`config.mk`:
```
export PLATFORM = sky130hd
export DESIGN_NAME = lpr_fifo
export DESIGN_NICKNAME = d
export VERILOG_FILES = /design/src/hdl/lpr_pkg.sv /design/src/hdl/lpr_fifo.sv
export SDC_FILE = /design/constraint.sdc
export NUM_CORES = 1
export LEC_CHECK = 0
export ABC_AREA = 1
export BUFFER_PORTS_ARGS = -buffer_cell sky130_fd_sc_hd__buf_2
export CAP_MARGIN = 20
export CORE_MARGIN = 4
export CORE_UTILIZATION = 40
export CTS_CLUSTER_SIZE = 20
export DETAILED_ROUTE_END_ITERATION = 8
export PLACE_DENSITY = 0.63
export SLEW_MARGIN = 20
export SYNTH_ARGS = -nofsm -noshare
export SYNTH_HDL_FRONTEND = slang
export SYNTH_SLANG_ARGS = --single-unit
```
`constraint.sdc`:
```
create_clock -name clk -period 3.45 [get_ports clk]
set_clock_uncertainty 0.15 [all_clocks]
set_input_delay 1.035 -clock clk [delete_from_list [all_inputs] [get_ports clk]]
set_output_delay 1.035 -clock clk [all_outputs]
set_load 0.05 [all_outputs]
```
`src/hdl/lpr_pkg.sv`:
```
// Shared types, constants and helper functions for the log-polar remap block.
// Used by every module of the block; depends on nothing else.
`default_nettype none
package lpr_pkg;

    localparam int SRC_SIDE = 512;
    localparam int OUT_SIDE = 512;
    localparam int PIX_W    = 16;
    localparam int FRAC_W   = 8;
    localparam int SIDE_W   = 10;
    localparam int SIDX_W   = 9;
    localparam int OIDX_W   = 9;
    localparam int RAD_W    = 24;
    localparam int TRIG_W   = 16;
    localparam int PROD_W   = TRIG_W + RAD_W + 1;
    localparam int POS_W    = 28;
    localparam int QDEPTH   = 4;

    localparam logic [1:0] REQ_PIX  = 2'd0;
    localparam logic [1:0] REQ_CALC = 2'd1;
    localparam logic [1:0] REQ_RAD  = 2'd2;
    localparam logic [1:0] REQ_ANG  = 2'd3;

    localparam logic [1:0] CFG_SRC_W = 2'd0;
    localparam logic [1:0] CFG_SRC_H = 2'd1;
    localparam logic [1:0] CFG_OUT_W = 2'd2;
    localparam logic [1:0] CFG_OUT_H = 2'd3;

    typedef struct packed {
        logic [SIDE_W-1:0] src_w;
        logic [SIDE_W-1:0] src_h;
        logic [SIDE_W-1:0] out_w;
        logic [SIDE_W-1:0] out_h;
    } sides_t;

    typedef struct packed {
        logic              is_wr;
        logic [SIDX_W-1:0] x0;
        logic [SIDX_W-1:0] x1;
        logic [SIDX_W-1:0] y0;
        logic [SIDX_W-1:0] y1;
        logic [FRAC_W-1:0] fx;
        logic [FRAC_W-1:0] fy;
        logic [PIX_W-1:0]  pix;
        logic [OIDX_W-1:0] row;
        logic [OIDX_W-1:0] col;
    } cmd_t;

    // A side of zero acts as one, a side above the maximum acts as the maximum.
    function automatic logic [SIDE_W-1:0] sat_side(input logic [SIDE_W-1:0] v,
                                                   input logic [SIDE_W-1:0] mx);
        logic [SIDE_W-1:0] r;
        begin
            if (v == '0)
                r = SIDE_W'(1);
            else if (v > mx)
                r = mx;
            else
                r = v;
            return r;
        end
    endfunction

endpackage
`default_nettype wire

```
`src/hdl/lpr_fifo.sv`:
```
// Short command queue between the front and back parts.
// Depends on lpr_pkg for the command type and depth.
`default_nettype none
module lpr_fifo
    import lpr_pkg::*;
(
    input  wire logic clk,
    input  wire logic rst_n,
    input  wire logic push,
    input  cmd_t      push_data,
    output logic      full,
    input  wire logic pop,
    output cmd_t      pop_data,
    output logic      empty
);
    localparam int PW = $clog2(QDEPTH);

    cmd_t           mem [QDEPTH];
    logic [PW-1:0]  wp_reg, wp_next, rp_reg, rp_next;
    logic [PW:0]    cnt_reg, cnt_next;

    assign full     = (cnt_reg == (PW+1)'(QDEPTH));
    assign empty    = (cnt_reg == '0);
    assign pop_data = mem[rp_reg];

    always_comb
    begin
        wp_next  = push ? wp_reg + PW'(1) : wp_reg;
        rp_next  = pop ? rp_reg + PW'(1) : rp_reg;
        cnt_next = cnt_reg + (PW+1)'(push) - (PW+1)'(pop);
    end

    always_ff @(posedge clk)
    begin
        if (push)
            mem[wp_reg] <= push_data;
    end

    always_ff @(posedge clk or negedge rst_n)
    begin
        if (!rst_n)
        begin
            wp_reg  <= '0;
            rp_reg  <= '0;
            cnt_reg <= '0;
        end
        else
        begin
            wp_reg  <= wp_next;
            rp_reg  <= rp_next;
            cnt_reg <= cnt_next;
        end
    end
endmodule
`default_nettype wire

```
Yosys cells after proc, flatten, opt, wreduce, memory -nomap -nowiden
Memories as Yosys holds them, arrays and structs flattened.
Cells that the tools add are included.
{ "word_totals": {"register_bits": 7, "ramBits": 348, "inputBits": 91, "out_inout_bits": 89, "elab_cells": 12, "mem_count": 1} }
{ "op_classes": {"addsub": 4, "eq_ne": 1, "mux": 2, "reduce_logical": 1} }
{ "memory_table": {"columns": ["memory", "words", "word_bits", "read_ports", "rd_ports_with_merged_regs", "write_ports", "line_no", "text"], "rows": [
  ["mem", 4, 87, 1, 0, 1, "lpr_fifo.sv:18", "cmd_t mem [QDEPTH];"]
]} }
{ "op_table": {"columns": ["operator", "count"], "rows": [
  ["$add 2x1->2 const B", 2],
  ["$add 3x1->3", 1],
  ["$eq 3x3->1 const B", 1],
  ["$logic_not 3->1", 1],
  ["$sub 3x1->3", 1],
  ["$mux 1", 2]
]} }

Depth between registers and ports, before layout
{ "depth": {"ltp_word": 2, "depth_mapped": 10, "ltp_nobuf": 10} }

Worst setup path before layout
OpenSTA, ideal clock, no wires.
{ "synth_timing": {"path_kind": "input -> register", "from": "input port push", "to": "memory mem[2][0] (netlist name) (enable)", "setup_time_ps": 441, "arrival_ps": 3011, "setup_slack_ps": -152, "cell_stages": 3, "path_buffers": 1, "path_cell_list": "clkbuf_1 nand2_1 inv_1"} }
{ "synth_between": {"elab_chain_cells": 2} }
{ "synth_lines": {"columns": ["item", "line_no", "text"], "rows": [
  ["from (decl)", "lpr_fifo.sv:9", "input wire logic push,"],
  ["$mux 1", "lpr_fifo.sv:35", "if (push)"],
  ["$mux 1 (not written as such)", "lpr_fifo.sv:36", "mem[wp_reg] <= push_data;"],
  ["to (decl)", "lpr_fifo.sv:18", null]
]} }
Every way passes these cells.

==> flow_summary.toml <==
[logic_synthesis]
synth-seq-area-share_pct = 70.34
synthMuxAreaShare_pct = 0
syn_avg_cell_area_um2 = 10.71
synthSimpleGateAreaFrac_pct = 16.95
yosysTopAreaCellShare_pct = 69.18
synth_edf_count = 348
ys_top_cells_by_area = "edfxtp_1 69%, nand2_1 11%, inv_1 8.9%"
async_flop_share_pct = 1.972
synthAdderAreaFrac_pct = 0.6296
ys_warn_count = 0
synth_top_family_by_area = "simple AND/OR/NAND/NOR gates"
synthDistinctLibCells = 17
ys_top_cells_by_count = "446 x nand2_1, 360 x inv_1, 348 x edfxtp_1"
synth_compound_area_share_pct = 0.03313
synthesis.area_um2 = 15100
yosys_register_bits = 355
syn_inst = 1410
synthXorXnorAreaFrac_pct = 0.1740
yosysMostFrequentCell = "nand2_1"
syn_nets = 1508
yosys.area.top_type = "edfxtp_1"
ys.flop_type = "edfxtp_1"

[pwr]
clock_power_share_pct = 23.1
p_sw_mw = 7.732
seq_power_share_pct = 33.4
vdd_drop_max_v = 0.0006570
power_per_cell_area_nw_per_um2 = 989.6
comb_power_share_pct = 43.5
swShare_pct = 43.89
p_total_mw = 17.62
p_leak_nw = 8.230
p_int_mw = 9.886

[cells_and_area]
area_growth_pct = 17.87
stdcell_area_um2 = 17800
n_fill_cell = 3350
largest_reg_flops = 348
nNetsFinal = 1689
drive_gt1_share_pct = 16.01

[clocking]
post-cts-setup-buffers = 0
cts_buffers = 39
cts_resized = 0
cts_hold_buf = 0
cts_root_buf = "clkbuf_16"
clk_path_buf_depth = 3
htree_levels = 2
cts_tree = "done"
path_clk_slew_ns = 0.06
cts_num_sinks = 355
clkLatencyLatePin_ns = 0.52

[grt]
grt_pass1_wl_um = 50090
antenna_found_initial = 4
grt.busiest_layer = "met2"
use_met2_pct = 26.47
grt_usage_pct = 15.19
grt_use_met3_pct = 3.449
grt_overflow = 0
grt_pass1_vias = 9550
grt_max_degree = 91
use_met1_pct = 19.32

[job]
cap_violations = 0

[die]
ioPinCount = 180
die_y_um = 202.3
die-area_um2 = 40930
core_um2 = 36960
rows = 70
die_w_um = 202.3
start_util_pct = 40.87

[timing]
finalHoldViolations = 0
fin_hold_ws_ns = 0.1922
rsz0062_at_grt = "false"
tns_ns = 0
fmax_mhz = 305.4
drv_slew = 0
setup_viol = 0
layout_setup_ws_ns = 0.1754
worst_slew_pin_slew_ns = 0.5885
period_minus_slack_ns = 3.275
timing.final.crit_share_pct = 94.92
max-slew-margin-rel_pct = 60.77

[routing]
wl_per_cell_um = 14.79
drcViolationCount = 0
postRouteAntennaNets = 0
wl_um = 31400
drtPass1Iterations = 5
dr_total_vias = 9481
via_per_inst = 4.466
drt_iter0_drc = 494

[worst_setup_path]
arrival_ns = 2.09
worstSetupPathType = "register to primary output"
cp.required_ns = 2.26
crit_path_start_kind = "register"
crit_path_max_fanout = 40
crit_path_end_kind = "primary output"

[hold_path]
hp-class = "primary input to asynchronous set/reset pin"

[place]
dp_hpwl_um = 18120
place_area_um2 = 16540
numPortBuffers = 179
gp_congestion = 0.7329
dp_slack_ns = 0.6905

[run_status]
outcome = "complete, no violations"
per-layer routing:
metal,vias up,share of wire [%]
li1,4754,-
met1,4487,43
met2,188,50
met3,48,5.4
met4,4,1.6
met5,-,0.067
cells by family after synthesis:
kind of cell    Yosys count
compound gates            1
xor+xnor                  3
flops                   355
buf+inv                 421
simple gates            623
fa+ha+maj                 7
area by class of cell:
| cell class | instances | area, um^2 | area share, % |
|---|---|---|---|
| timing repair buffer | 199 | 1209 | 6.789 |
| clock inverter | 17 | 177.7 | 0.9980 |
| antenna | 1 | 2.502 | 0.01406 |
| multi-input combinational | 634 | 2686 | 15.09 |
| inverter | 362 | 1381 | 7.759 |
| tap | 504 | 630.6 | 3.542 |
| sequential | 355 | 10630 | 59.72 |
| clock buffer | 51 | 1084 | 6.086 |
per-stage QoR:
stage | std cells | utilization [%]
final | 2123 | 48.17
after global routing | 2123 | 48.17
after CTS | 2122 | 48.16
after detailed placement | 2054 | 44.75
after global placement | 2054 | 44.75
after floorplan | 1410 | -
worst max-delay path, stage by stage, from the launching register on:
cell and delay, ns:
dfrtp_4 0.52, inv_6 0.30, buf_4 0.29, nand2_1 0.07, nand3_1 0.09, nand2_1 0.07, buf_2 0.21
cell usage in the layout, fill, tap and decap left out:
cell and n:
buf_12 13, buf_2 179, buf_4 7, bufinv_16 4
clkbuf_1 8, clkbuf_16 41, clkbuf_8 2, clkinv_1 8
clkinv_2 4, clkinvlp_4 5, dfrtp_1 5, dfrtp_4 2
diode_2 1, edfxtp_1 348, fa_1 1, ha_1 6
inv_1 356, inv_4 1, inv_6 1, nand2_1 446
nand3_1 175, nor3_1 2, o21ai_0 1, xor2_1 3
final timing paths:
| check | slack (ns) | startpoint | to | cells after the start |
|---|---|---|---|---|
| max | 0.18 | rp_reg[0] | pop_data[82] | 6 |
| min | 0.19 | rst_n | rp_reg[0] | 1 |
| max reg2reg | 1.54 | wp_reg[0] | mem[0][36] | 5 |
| min reg2reg | 0.39 | wp_reg[0] | wp_reg[0] | 1 |
| max in group asynchronous | 2.76 | rst_n | rp_reg[1] | 1 |
| min in group clk | 0.39 | wp_reg[0] | wp_reg[0] | 1 |
power by group through the flow:
stage	combinational, mW	clock [mW]	sequential (mW)
after floorplan	5.94	0	5.90
after global placement	7.74	0	5.95
after detailed placement	7.80	0	5.97
after CTS	7.83	4.18	5.89
after global routing	8.33	4.38	5.95
final	7.67	4.07	5.88
(Power assumes the default switching activity.)
